--- config.mk ---
export PLATFORM = sky130hd
export DESIGN_NAME = proper_divisor_enumerator_top
export DESIGN_NICKNAME = d
export VERILOG_FILES = /design/src/sv/pde_pkg.sv /design/src/sv/proper_divisor_enumerator_top.sv
export SDC_FILE = /design/constraint.sdc
export NUM_CORES = 1
export LEC_CHECK = 0
export BUFFER_PORTS_ARGS = -buffer_cell sky130_fd_sc_hd__buf_2
export CAP_MARGIN = 20
export CORE_MARGIN = 3
export CORE_UTILIZATION = 38
export CTS_CLUSTER_SIZE = 28
export DETAILED_ROUTE_END_ITERATION = 6
export GPL_TIMING_DRIVEN = 0
export PLACE_DENSITY = 0.54
export SYNTH_ARGS = -nofsm -noshare
export SYNTH_HDL_FRONTEND = slang
export SYNTH_SLANG_ARGS = --single-unit
--- constraint.sdc ---
create_clock -name clk_i -period 3.2 [get_ports clk_i]
set_input_delay 0.64 -clock clk_i [delete_from_list [all_inputs] [get_ports clk_i]]
set_output_delay 0.64 -clock clk_i [all_outputs]
set_load 0.02 [all_outputs]
--- src/sv/pde_pkg.sv ---
// Shared constants and types for the proper divisor enumerator.
`timescale 1ns / 1ps

package pde_pkg;

  // Default width of the examined value.
  localparam int unsigned ValueWidthDef = 12;

  // Widths of the result fields.
  localparam int unsigned DivisorW = 11;
  localparam int unsigned OrdinalW = 6;

  // Largest number of divisors listed for one value.
  localparam int unsigned MaxResults = 46;

  // First trial candidate.
  localparam int unsigned FirstCand = 2;

  typedef enum logic [2:0] {
    StIdle,
    StStart,
    StDiv,
    StTest,
    StFinish
  } state_e;

endpackage

--- src/sv/proper_divisor_enumerator_top.sv ---
// Top level of the proper divisor enumerator, with its bit-serial trial divider.
`timescale 1ns / 1ps

// The block takes one unsigned word, value_i, and lists every divisor d with
// 2 <= d <= value/2 in ascending order, one result word per divisor. Each
// result carries the divisor, its ordinal counted from one and a last marker,
// so the ordinal of the last word is the divisor count. A value with no such
// divisor (a prime, or anything below four) gives a single word with
// has_divisor_o low, divisor and ordinal zero and is_last_o high. Should a
// value have more than MaxResults divisors, the list stops at that many and
// the last word listed carries the marker. Every candidate is tested by a
// restoring divider that takes one bit of the value per cycle: a set-up
// step, VALUE_WIDTH shift and subtract steps and a step that looks at the
// remainder. The search waits when it has a word to give and out_stall_i
// holds the output. The block works on one value at a time and takes the
// next word once the last result of the previous one sits in the output
// register; that register keeps a finished word while the next value is
// accepted. Both channels use valid and stall: a word moves at a rising edge
// with valid high and stall low.
module proper_divisor_enumerator_top #(
  parameter int unsigned VALUE_WIDTH = pde_pkg::ValueWidthDef
) (
  input  logic                          clk_i,
  input  logic                          rst_ni,

  input  logic                          in_valid_i,
  output logic                          in_stall_o,
  input  logic [VALUE_WIDTH-1:0]        value_i,

  output logic                          out_valid_o,
  input  logic                          out_stall_i,
  output logic [pde_pkg::DivisorW-1:0]  divisor_o,
  output logic [pde_pkg::OrdinalW-1:0]  ordinal_o,
  output logic                          is_last_o,
  output logic                          has_divisor_o
);

  localparam int unsigned BitCntW = $clog2(VALUE_WIDTH);
  localparam int unsigned ExtW    = pde_pkg::DivisorW + VALUE_WIDTH;

  // Control state.
  pde_pkg::state_e              state_q, state_d;
  logic [BitCntW-1:0]           bit_cnt_q, bit_cnt_d;
  logic [pde_pkg::OrdinalW-1:0] count_q, count_d;
  logic                         pend_vld_q, pend_vld_d;
  logic                         out_valid_q, out_valid_d;

  // Datapath.
  logic [VALUE_WIDTH-1:0]       val_q, val_d;
  logic [VALUE_WIDTH-1:0]       cand_q, cand_d;
  logic [VALUE_WIDTH-1:0]       rem_q, rem_d;
  logic [VALUE_WIDTH-1:0]       shift_q, shift_d;
  logic [VALUE_WIDTH-1:0]       pend_div_q, pend_div_d;

  // Output register.
  logic [pde_pkg::DivisorW-1:0] div_out_q, div_out_d;
  logic [pde_pkg::OrdinalW-1:0] ord_out_q, ord_out_d;
  logic                         last_out_q, last_out_d;
  logic                         has_out_q, has_out_d;

  logic [VALUE_WIDTH:0]         trial;
  logic [ExtW-1:0]              pend_ext;
  logic                         out_free;

  // One restoring step: bring in the next bit of the value, take off the
  // candidate if it fits.
  assign trial    = {rem_q, shift_q[VALUE_WIDTH-1]};
  assign pend_ext = ExtW'(pend_div_q);
  // The output register can take a new word this cycle.
  assign out_free = !out_valid_q || !out_stall_i;

  always_ff @(posedge clk_i or negedge rst_ni) begin
    if (!rst_ni) begin
      state_q     <= pde_pkg::StIdle;
      bit_cnt_q   <= '0;
      count_q     <= '0;
      pend_vld_q  <= 1'b0;
      out_valid_q <= 1'b0;
    end else begin
      state_q     <= state_d;
      bit_cnt_q   <= bit_cnt_d;
      count_q     <= count_d;
      pend_vld_q  <= pend_vld_d;
      out_valid_q <= out_valid_d;
    end
  end

  always_ff @(posedge clk_i) begin
    val_q      <= val_d;
    cand_q     <= cand_d;
    rem_q      <= rem_d;
    shift_q    <= shift_d;
    pend_div_q <= pend_div_d;
    div_out_q  <= div_out_d;
    ord_out_q  <= ord_out_d;
    last_out_q <= last_out_d;
    has_out_q  <= has_out_d;
  end

  // A divisor found is held back until the next one turns up or the search
  // ends, because only then is it known whether it is the last.
  always_comb begin
    state_d     = state_q;
    bit_cnt_d   = bit_cnt_q;
    count_d     = count_q;
    pend_vld_d  = pend_vld_q;
    val_d       = val_q;
    cand_d      = cand_q;
    rem_d       = rem_q;
    shift_d     = shift_q;
    pend_div_d  = pend_div_q;
    out_valid_d = out_valid_q && out_stall_i;
    div_out_d   = div_out_q;
    ord_out_d   = ord_out_q;
    last_out_d  = last_out_q;
    has_out_d   = has_out_q;
    in_stall_o  = 1'b1;

    unique case (state_q)
      pde_pkg::StIdle: begin
        in_stall_o = 1'b0;
        if (in_valid_i) begin
          val_d      = value_i;
          cand_d     = VALUE_WIDTH'(pde_pkg::FirstCand);
          count_d    = '0;
          pend_vld_d = 1'b0;
          state_d    = pde_pkg::StStart;
        end
      end

      pde_pkg::StStart: begin
        if (cand_q > (val_q >> 1)) begin
          state_d = pde_pkg::StFinish;
        end else begin
          rem_d     = '0;
          shift_d   = val_q;
          bit_cnt_d = '0;
          state_d   = pde_pkg::StDiv;
        end
      end

      pde_pkg::StDiv: begin
        if (trial >= {1'b0, cand_q}) begin
          rem_d = VALUE_WIDTH'(trial - {1'b0, cand_q});
        end else begin
          rem_d = trial[VALUE_WIDTH-1:0];
        end
        shift_d   = shift_q << 1;
        bit_cnt_d = bit_cnt_q + 1'b1;
        if (bit_cnt_q == BitCntW'(VALUE_WIDTH - 1)) begin
          state_d = pde_pkg::StTest;
        end
      end

      pde_pkg::StTest: begin
        if (rem_q != '0) begin
          cand_d  = cand_q + 1'b1;
          state_d = pde_pkg::StStart;
        end else if (!pend_vld_q || out_free) begin
          // Release the held divisor, which is now known not to be the last.
          if (pend_vld_q) begin
            out_valid_d = 1'b1;
            div_out_d   = pend_ext[pde_pkg::DivisorW-1:0];
            ord_out_d   = count_q;
            last_out_d  = 1'b0;
            has_out_d   = 1'b1;
          end
          pend_div_d = cand_q;
          pend_vld_d = 1'b1;
          count_d    = count_q + 1'b1;
          cand_d     = cand_q + 1'b1;
          if (count_d == pde_pkg::OrdinalW'(pde_pkg::MaxResults)) begin
            state_d = pde_pkg::StFinish;
          end else begin
            state_d = pde_pkg::StStart;
          end
        end
      end

      pde_pkg::StFinish: begin
        if (out_free) begin
          out_valid_d = 1'b1;
          last_out_d  = 1'b1;
          if (pend_vld_q) begin
            div_out_d = pend_ext[pde_pkg::DivisorW-1:0];
            ord_out_d = count_q;
            has_out_d = 1'b1;
          end else begin
            div_out_d = '0;
            ord_out_d = '0;
            has_out_d = 1'b0;
          end
          pend_vld_d = 1'b0;
          state_d    = pde_pkg::StIdle;
        end
      end

      default: begin
        state_d = pde_pkg::StIdle;
      end
    endcase
  end

  assign out_valid_o   = out_valid_q;
  assign divisor_o     = div_out_q;
  assign ordinal_o     = ord_out_q;
  assign is_last_o     = last_out_q;
  assign has_divisor_o = has_out_q;

`ifndef SYNTHESIS
  // The partial remainder stays below the candidate throughout the division.
  a_rem_below_cand: assert property (@(posedge clk_i) disable iff (!rst_ni)
    state_q == pde_pkg::StDiv |-> rem_q < cand_q)
    else $error("partial remainder reached the candidate");

  // A word without a divisor is always the only, and so the last, word.
  a_none_is_last: assert property (@(posedge clk_i) disable iff (!rst_ni)
    out_valid_o && !has_divisor_o |-> is_last_o && ordinal_o == '0 && divisor_o == '0)
    else $error("word without divisor is malformed");

  // A listed divisor has an ordinal from one up to the list limit.
  a_ordinal_range: assert property (@(posedge clk_i) disable iff (!rst_ni)
    out_valid_o && has_divisor_o |->
      ordinal_o != '0 && ordinal_o <= pde_pkg::OrdinalW'(pde_pkg::MaxResults))
    else $error("ordinal out of range");
`endif

endmodule
==> results.ini, run 1 <==
[worst_setup_path]
reg2reg_from = cand_q[10]$_SDFFCE_PN0P_
rr_worst_depth = 6
timing.critical_path.to_type = flip-flop
crit_path_start_kind = flip-flop
timing.rr.end = rem_q[9]$_SDFFCE_PN0P_
worst-path-max-fanout = 24
ff2ff_setup_slack_ns = 0.24
required_ns = 3.21
path_class = reg -> reg
critPathArrivalTime_ns = 2.97

[floorplan]
io-pin-count = 37
fp.coreArea_sq_um = 12110
fp.dieH_um = 117.8
core.rowCount = 40
die_x_um = 117.8
initial_core_util_pct = 39.24
fp.dieArea_sq_um = 13880

[min_path]
hp-class = in -> async

[timing]
layout_worst_path_cycle_share_pct = 92.45
tightest_slew_margin_relative_to_the_limit_pct = 36.13
tightest_slew_ns = 0.9546
period_minus_slack_ns = 2.958
final_number_of_setup_violating_endpoints = 0
setup_slack_ns = 0.2417
final_hold_viol_count = 0
final.setup_skew_ns = 0.006167
maxSlewViolCount = 0
rsz_0062_raised_after_global_routing = false
maxClockFrequency_mhz = 338.0
finalSetupTns_ns = 0

[global_route]
grt_overflow_total = 0
antenna_found_initial = 0
grt_first_pass_wirelength_mm = 15.65
groute.usage.overall_pct = 14.15
number_of_global_route_vias_before_repair = 3157
grt_start_max_net_pins = 25

[route]
post-route-drc-count = 0
avgViaCountPerCell = 4.925
num_vias = 3201
dr.pass1.iters = 4
drt_iter0_markers = 150
routedWlPerCell_um = 14.07
wirelength_mm = 9.146
ant_nets = 0

[cells_and_area]
instances_no_fill = 650
num-nets-final = 521
finalInstanceArea_sq_um = 5464
final_core_utilization_pct = 45.11
layout-drive-gt1-share_pct = 15.15
insertedDiodeCount = 0
area_growth_syn_to_layout_pct = 14.98

[power_and_ir_drop]
power_leakage_nw = 2.147
p_switching_w = 0.001914
power_switching_share_pct = 37.58
seqPwrFrac_pct = 38.5
power_per_cell_area_nw_per_um2 = 932.3
peak_vdd_ir_mv = 0.3300
p_clk_share_pct = 21.0
combPwrFrac_pct = 40.6
internal-power_w = 0.003180

[synthesis]
synth_nets = 471
syn-mean-instance-area_sq_um = 11.13
netlist.top_cell.by_area = edfxtp_1
netlist.area_leader.share_pct = 49.29
yosys_warnings = 0
synthTopCellsByArea = edfxtp_1 (49%), dfrtp_1 (7.9%), ha_1 (7.1%)
synth_flop_type = edfxtp_1
syn_area_sq_um = 4752
synth_cell_types = 48
synth_seq_area_share_pct = 57.19
synth_edf_count = 78
syn_inst = 427
synth-async-reset-ratio_pct = 16.13
flip_flop_and_latch_count_after_synthesis = 93

[status]
status = complete, no violations

[placed_design]
dp.cells = 634
postPlaceCellArea_sq_um = 5157
port_buffers = 36
preCtsSetupSlack_ns = -0.1454
place.gp.congestion = 0.7704
dpl.hpwl_mm = 6.972

[flow_run]
max_cap_viol_count = 0

[cts]
cts.reportedPaths.clkPinSlew_ns = 0.07
numCtsBuffers = 9
h_tree_levels = 3
cts_num_sinks = 93
clock-root-buffer = clkbuf_16
holdBufCountCts = 0
cts.path.max_buffers = 2
cts_tree = built
clk-insertion-delay-late_ns = 0.34

-- registers in the layout (all words and copies together) (netlist names), 4 cells and up --
register    flops
bit_cnt_q       4
cand_q         12
count_q         6
divisor_o      11
ordinal_o       6
pend_div_q     11
rem_q          12
shift_q        12
val_q          12
-- worst max path at each step --
stage	end	start	cells after the start
2_1_floorplan	divisor_o[0]$_DFFE_PP_	state_q[1]$_DFFE_PN0P_	5
3_3_place_gp	divisor_o[8]$_DFFE_PP_	rem_q[7]$_SDFFCE_PN0P_	3
3_5_place_dp	rem_q[9]$_SDFFCE_PN0P_	cand_q[10]$_SDFFCE_PN0P_	6
4_1_cts	rem_q[9]$_SDFFCE_PN0P_	cand_q[10]$_SDFFCE_PN0P_	6
5_1_grt	rem_q[9]$_SDFFCE_PN0P_	cand_q[10]$_SDFFCE_PN0P_	6
6_report	rem_q[9]$_SDFFCE_PN0P_	cand_q[10]$_SDFFCE_PN0P_	6
-- routing by layer --
layer  global-route usage, %  wire length [um]  vias to the layer above
met5                       0                 0                        -
met4                   5.714               168                        0
met3                   3.123               323                       13
met2                   22.53              4195                       62
met1                   18.82              4459                     1494
li1                        -                 -                     1632
-- timing repair --
action	4_1_cts	5_1_grt
buffers inserted	0	0
resized for setup	1	1
setup endpoints to repair	24	24
-- through the flow --
step,hold WS (ns),power [W]
6_report,0.1995,0.005094
5_1_grt,0.2159,0.005496
3_3_place_gp,0.4945,0.004023
4_1_cts,0.2051,0.005144
3_5_place_dp,0.5087,0.004050
2_1_floorplan,0.3444,0.003530
-- critical path, stage by stage, from the launching register on --
cell and delay [ns]:
edfxtp_1 0.50, ha_1 0.33, and3_1 0.19, a2111oi_0 0.56
o211ai_1 0.30, a21boi_2 0.34, or2_4 0.40
-- cell usage after synthesis, drive strengths merged, types with 8 or more instances --
library cell and n:
a21oi 25, clkbuf 8, dfrtp 15, edfxtp 78, ha 27, inv 32
nand2 50, nand2b 8, nand3 11, nor2 36, nor2b 20, o21ai 23
xnor2 17
-- layout make-up --
type / instances / area, sq um
clock inverter: 6 / 61.31
sequential: 93 / 2718
tap: 168 / 210.2
fill: 1178 / 6648
multi-input combinational: 292 / 1872
timing repair buffer: 39 / 195.2
clock buffer: 10 / 239.0
inverter: 32 / 120.1
buffer: 10 / 48.80
-- power groups by stage --
stage | logic, W | clock network, W | registers (W)
after CTS | 0.00209 | 0.00110 | 0.00196
after detailed placement | 0.00206 | 0 | 0.00199
after floorplan | 0.00155 | 0 | 0.00198
final | 0.00207 | 0.00107 | 0.00196
after global routing | 0.00235 | 0.00115 | 0.00200
after global placement | 0.00204 | 0 | 0.00199
-- logic make-up (layout without fill, tap and decap cells) --
group	count (synthesis)	count (layout)	synth area share, %
AOI/OAI and AO/OA	79	79	10.80
xor gates and xnor gates	20	20	3.686
adders and majority gates	28	28	7.530
buffers and inverters	42	97	3.555
DFF	93	93	57.19
and+or+nand+nor	165	165	17.25
-- cells in the final DEF (no fill, tap or decap), drive strengths merged, types with 2 or more instances in the layout --
master,Yosys,routed
a21oi,25,25
o31ai,3,3
nand3,11,11
clkbuf,8,18
nor2,36,36
o211ai,3,3
clkinv,0,3
xor2,3,3
buf,2,41
a31oi,4,4
o21a,4,4
edfxtp,78,78
nor3b,2,2
a2111oi,2,2
nor4,6,6
a211oi,4,4
nand4,6,6
ha,27,27
inv,32,33
nor2b,20,20
nand2b,8,8
or3,4,4
o21ai,23,23
a21o,3,3
o22ai,2,2
and3,4,4
nand2,50,50
and2,4,4
or2,4,4
dfrtp,15,15
nor3,6,6
xnor2,17,17
(Power assumes the default switching activity.)
==> run 2: changes to the inputs <==
PLACE_DENSITY = 0.52   (was 0.54)
clock period = 3.3 ns   (was 3.2 ns; I/O delays follow)
==> results.ini, run 2 (synthesized netlist as in run 1, its figures left out) <==
[status]
status = complete, no violations

[cts]
clk-insertion-delay-late_ns = 0.35
cts.reportedPaths.clkPinSlew_ns = 0.07
numCtsBuffers = 9
clock-root-buffer = clkbuf_16
h_tree_levels = 3
post_cts.repair.setup_buffers = 0
cts.path.max_buffers = 2
cts_tree = built
cts_num_sinks = 93

[route]
avgViaCountPerCell = 4.931
post-route-drc-count = 0
num_vias = 3205
dr.pass1.iters = 4
wirelength_mm = 9.135
drt_iter0_markers = 165
routedWlPerCell_um = 14.05
ant_nets = 0

[global_route]
grt_first_pass_wirelength_mm = 15.44
antenna_found_initial = 0
number_of_global_route_vias_before_repair = 3112
grt_overflow_total = 0
grt_start_max_net_pins = 25
groute.usage.overall_pct = 13.97

[floorplan]
initial_core_util_pct = 39.24
fp.dieArea_sq_um = 13880
fp.coreArea_sq_um = 12110
die_x_um = 117.8
io-pin-count = 37
fp.dieH_um = 117.8
core.rowCount = 40

[cells_and_area]
layout.cells.most_common = edfxtp_1
final_core_utilization_pct = 45.30
layout-drive-gt1-share_pct = 15.15
num-nets-final = 521
final.fill_count = 1160
sequential_cell_area_sq_um = 2718
area_growth_syn_to_layout_pct = 15.46
insertedDiodeCount = 0
multi_input_comb_area_sq_um = 1872
final_cell_mix = edfxtp_1 (78), nand2_1 (50), buf_2 (39), nor2_1 (36), inv_1 (32)

[flow_run]
max_cap_viol_count = 0

[timing]
maxClockFrequency_mhz = 339.2
tightest_slew_margin_relative_to_the_limit_pct = 36.20
final_number_of_setup_violating_endpoints = 0
final.setup_skew_ns = 0.007939
final_hold_viol_count = 0
rsz_0062_raised_after_global_routing = false
layout_worst_path_cycle_share_pct = 89.33
tightest_slew_ns = 0.9534
period_minus_slack_ns = 2.948
maxSlewViolCount = 0

[power_and_ir_drop]
power_w = 0.005014
power_per_cell_area_nw_per_um2 = 913.9
peak_vdd_ir_mv = 0.4911
power_leakage_nw = 2.151

[worst_setup_path]
critPathArrivalTime_ns = 2.96
path_class = reg -> reg
crit_path_start_kind = flip-flop
reg2reg_from = cand_q[10]$_SDFFCE_PN0P_
worstSetupStartpoint = cand_q[10]$_SDFFCE_PN0P_
timing.critical_path.to_type = flip-flop
required_ns = 3.31
worst-path-max-fanout = 24

[placed_design]
place.gp.congestion = 0.7889
port_buffers = 36
dpl.hpwl_mm = 7.038

[min_path]
hp-class = in -> async

[run 2: changes by cell type in the layout (fill, tap and decap cells not counted)]
cell,change
bufinv_16,+1
clkbuf_8,-1
clkinv_2,-2
clkinvlp_4,+1
inv_6,+1
[run 2: cell type report]
cell class	instances	area share [%]
Sequential cell	93	49.53
Multi-Input combinational cell	292	34.12
Clock buffer	9	4.105
Tap cell	168	3.831
Timing Repair Buffer	39	3.558
Inverter	32	2.189
Clock inverter	7	1.779
Buffer	10	0.8894
[run 2: final timing paths]
path                                            end  slack, ns  depth (start not counted)
max in group asynchronous    count_q[2]$_DFFE_PN0P_       2.80                          1
hold / removal             bit_cnt_q[3]$_DFFE_PN0P_       0.22                          1
setup / recovery             rem_q[5]$_SDFFCE_PN0P_       0.35                          6
min in group clk_i               val_q[6]$_DFFE_PP_       0.49                          1
setup reg to reg             rem_q[5]$_SDFFCE_PN0P_       0.35                          6
hold reg to reg            shift_q[0]$_SDFFCE_PP0P_       0.52                          1
[run 2: what timing repair did]
item / in CTS / in global routing
setup endpoints to repair: 24 / 24
hold buffers: 0 / 0
pin swaps: 0 / 0
resized for setup: 1 / 1
[run 2: routing by layer]
layer	share of wire [%]	wire [um]	vias up	global-route usage, %
li1	-	-	1634	-
met1	47	4328	1496	17.96
met2	47	4264	62	23.25
met3	4.2	382	13	2.787
met4	1.8	160	0	5.495
met5	0	0	-	0
[run 2: worst max-delay path, stage by stage (launching register included)]
cell and delay (ns):
edfxtp_1 0.51, ha_1 0.33, and3_1 0.19, a2111oi_0 0.55, o211ai_1 0.31, a21boi_2 0.33
or2_4 0.38
[run 2: power by group]
part	switching, W	total (W)	internal, W	leakage [nW]
Combinational	0.00124	0.00200	0.000766	1.07
Sequential	0.000188	0.00190	0.00171	0.928
Clock	0.000444	0.00111	0.000667	0.152
[run 2: per-stage QoR]
step	instances	setup slack (ns)	TNS (ns)	hold WS, ns	instance area, sq um
2_1_floorplan	427	0.3304	0	0.3644	4752
3_3_place_gp	631	-0.5147	-10.01	0.5038	5142
3_5_place_dp	634	-0.08620	-2.031	0.5103	5157
4_1_cts	650	0.08374	0	0.2311	5483
5_1_grt	650	0.1052	0	0.2489	5487
6_report	650	0.3520	0	0.2236	5487
==> run 3: changes to the inputs <==
BUFFER_PORTS_ARGS = default   (was -buffer_cell sky130_fd_sc_hd__buf_2)
DONT_BUFFER_PORTS = 1   (was default)
PLACE_DENSITY = 0.49   (was 0.52)
==> results.ini, run 3 (synthesized netlist as in run 1, its figures left out) <==
[cells_and_area]
layout-drive-gt1-share_pct = 7.830
final_core_utilization_pct = 43.74
area_growth_syn_to_layout_pct = 11.48
final_cell_mix = edfxtp_1 (78), nand2_1 (50), nor2_1 (36), inv_1 (32), ha_1 (27)
num-nets-final = 486
instances_no_fill = 615
insertedDiodeCount = 0
layout.cells.most_common = edfxtp_1

[timing]
final_number_of_setup_violating_endpoints = 0
final_hold_viol_count = 0
rsz_0062_raised_after_global_routing = false
layout_worst_path_cycle_share_pct = 88.95
maxSlewViolCount = 0
tightest_slew_margin_relative_to_the_limit_pct = 37.33
maxClockFrequency_mhz = 340.7
period_minus_slack_ns = 2.935
tightest_slew_ns = 0.9367
final.setup_skew_ns = 0.007069

[cts]
cts.reportedPaths.clkPinSlew_ns = 0.07
clock-root-buffer = clkbuf_16
h_tree_levels = 3
cts.path.max_buffers = 2
cts_tree = built
numCtsBuffers = 9
cts_num_sinks = 93
clk-insertion-delay-late_ns = 0.35
post_cts.repair.setup_buffers = 0

[status]
status = complete, no violations

[worst_setup_path]
timing.rr.end = rem_q[9]$_SDFFCE_PN0P_
path_class = reg -> reg
timing.critical_path.to_type = flip-flop
crit_path_start_kind = flip-flop
rr_worst_depth = 6
reg2reg_from = cand_q[10]$_SDFFCE_PN0P_
required_ns = 3.31
critPathArrivalTime_ns = 2.95
worst-path-max-fanout = 24
ff2ff_setup_slack_ns = 0.36

[global_route]
grt_start_max_net_pins = 25
number_of_global_route_vias_before_repair = 3030
antenna_found_initial = 0
groute.usage.overall_pct = 13.80
grt_first_pass_wirelength_mm = 15.19
grt_overflow_total = 0

[route]
wirelength_mm = 9.034
dr.pass1.iters = 4
avgViaCountPerCell = 4.985
drt_iter0_markers = 148
num_vias = 3066
ant_nets = 0
routedWlPerCell_um = 14.69
post-route-drc-count = 0

[floorplan]
io-pin-count = 37
fp.dieH_um = 117.8
fp.dieArea_sq_um = 13880
fp.coreArea_sq_um = 12110
die_x_um = 117.8
core.rowCount = 40
initial_core_util_pct = 39.24

[placed_design]
dpl.hpwl_mm = 6.847
dp.cells = 598
port_buffers = 0
place.gp.congestion = 0.7941

[min_path]
hp-class = in -> reg
hold_end = val_q[11]$_DFFE_PP_
hp-start = value_i[11]
hold_depth = 0

[power_and_ir_drop]
peak_vdd_ir_mv = 0.3354
power_per_cell_area_nw_per_um2 = 927.6
power_leakage_nw = 2.011

[flow_run]
max_cap_viol_count = 0

[run 3: changes by cell type in the layout (fill, tap and decap cells not counted)]
cell           delta
bufinv_16         -1
dlygate4sd3_1     +1
clkinvlp_4        -2
clkbuf_8          +2
inv_6             -1
clkbuf_1          +2
buf_2            -36
[run 3: worst max-delay path by stage]
| stage | start | cells past startpoint | end |
|---|---|---|---|
| after floorplan | state_q[1]$_DFFE_PN0P_ | 5 | divisor_o[0]$_DFFE_PP_ |
| after global placement | rem_q[7]$_SDFFCE_PN0P_ | 3 | has_divisor_o$_SDFFCE_PN1P_ |
| after detailed placement | cand_q[10]$_SDFFCE_PN0P_ | 6 | rem_q[10]$_SDFFCE_PN0P_ |
| after CTS | cand_q[10]$_SDFFCE_PN0P_ | 6 | rem_q[8]$_SDFFCE_PN0P_ |
| after global routing | cand_q[10]$_SDFFCE_PN0P_ | 6 | rem_q[9]$_SDFFCE_PN0P_ |
| final | cand_q[10]$_SDFFCE_PN0P_ | 6 | rem_q[9]$_SDFFCE_PN0P_ |
[run 3: where the power goes]
part	internal, W	total, W	switching, W
Combinational	0.000724	0.00189	0.00117
Clock	0.000630	0.00105	0.000420
Sequential	0.00172	0.00197	0.000252
[run 3: repair_timing]
item,CTS,global route
hold buffers,1,0
endpoints found under the setup margin,24,24
endpoints found under the hold margin,15,0
resized for setup,1,1
[run 3: layout make-up]
class | instances | area, sq um
Fill cell | 1162 | 6814
Sequential cell | 93 | 2718
Multi-Input combinational cell | 292 | 1872
Clock buffer | 13 | 260.3
Tap cell | 168 | 210.2
Inverter | 32 | 120.1
Buffer | 10 | 48.80
Clock inverter | 3 | 43.79
Timing Repair Buffer | 4 | 25.02
[run 3: worst max-delay path, stage by stage, from the launching register on]
cell       delay [ns]
edfxtp_1         0.52
ha_1             0.34
and3_1           0.19
a2111oi_0        0.56
o211ai_1         0.29
a21boi_2         0.30
or2_4            0.38
[run 3: routing by layer]
metal  GRT usage (%)  wire length [um]
met1           18.21              4459
met2           21.88              4136
met3           2.787               249
met4           6.520               189
met5               0                 0
[run 3: through the flow]
stage	hold slack (ns)	TNS (ns)	total power, W	instance area, sq um	setup WS [ns]
2_1_floorplan	0.3644	0	0.003423	4752	0.3304
3_3_place_gp	0.3648	-10.40	0.003870	4962	-0.5202
3_5_place_dp	0.3647	-0.003840	0.003882	4977	-0.0006988
4_1_cts	0.3904	0	0.004969	5294	0.1529
5_1_grt	0.3890	0	0.005284	5298	0.08098
6_report	0.4039	0	0.004914	5298	0.3646
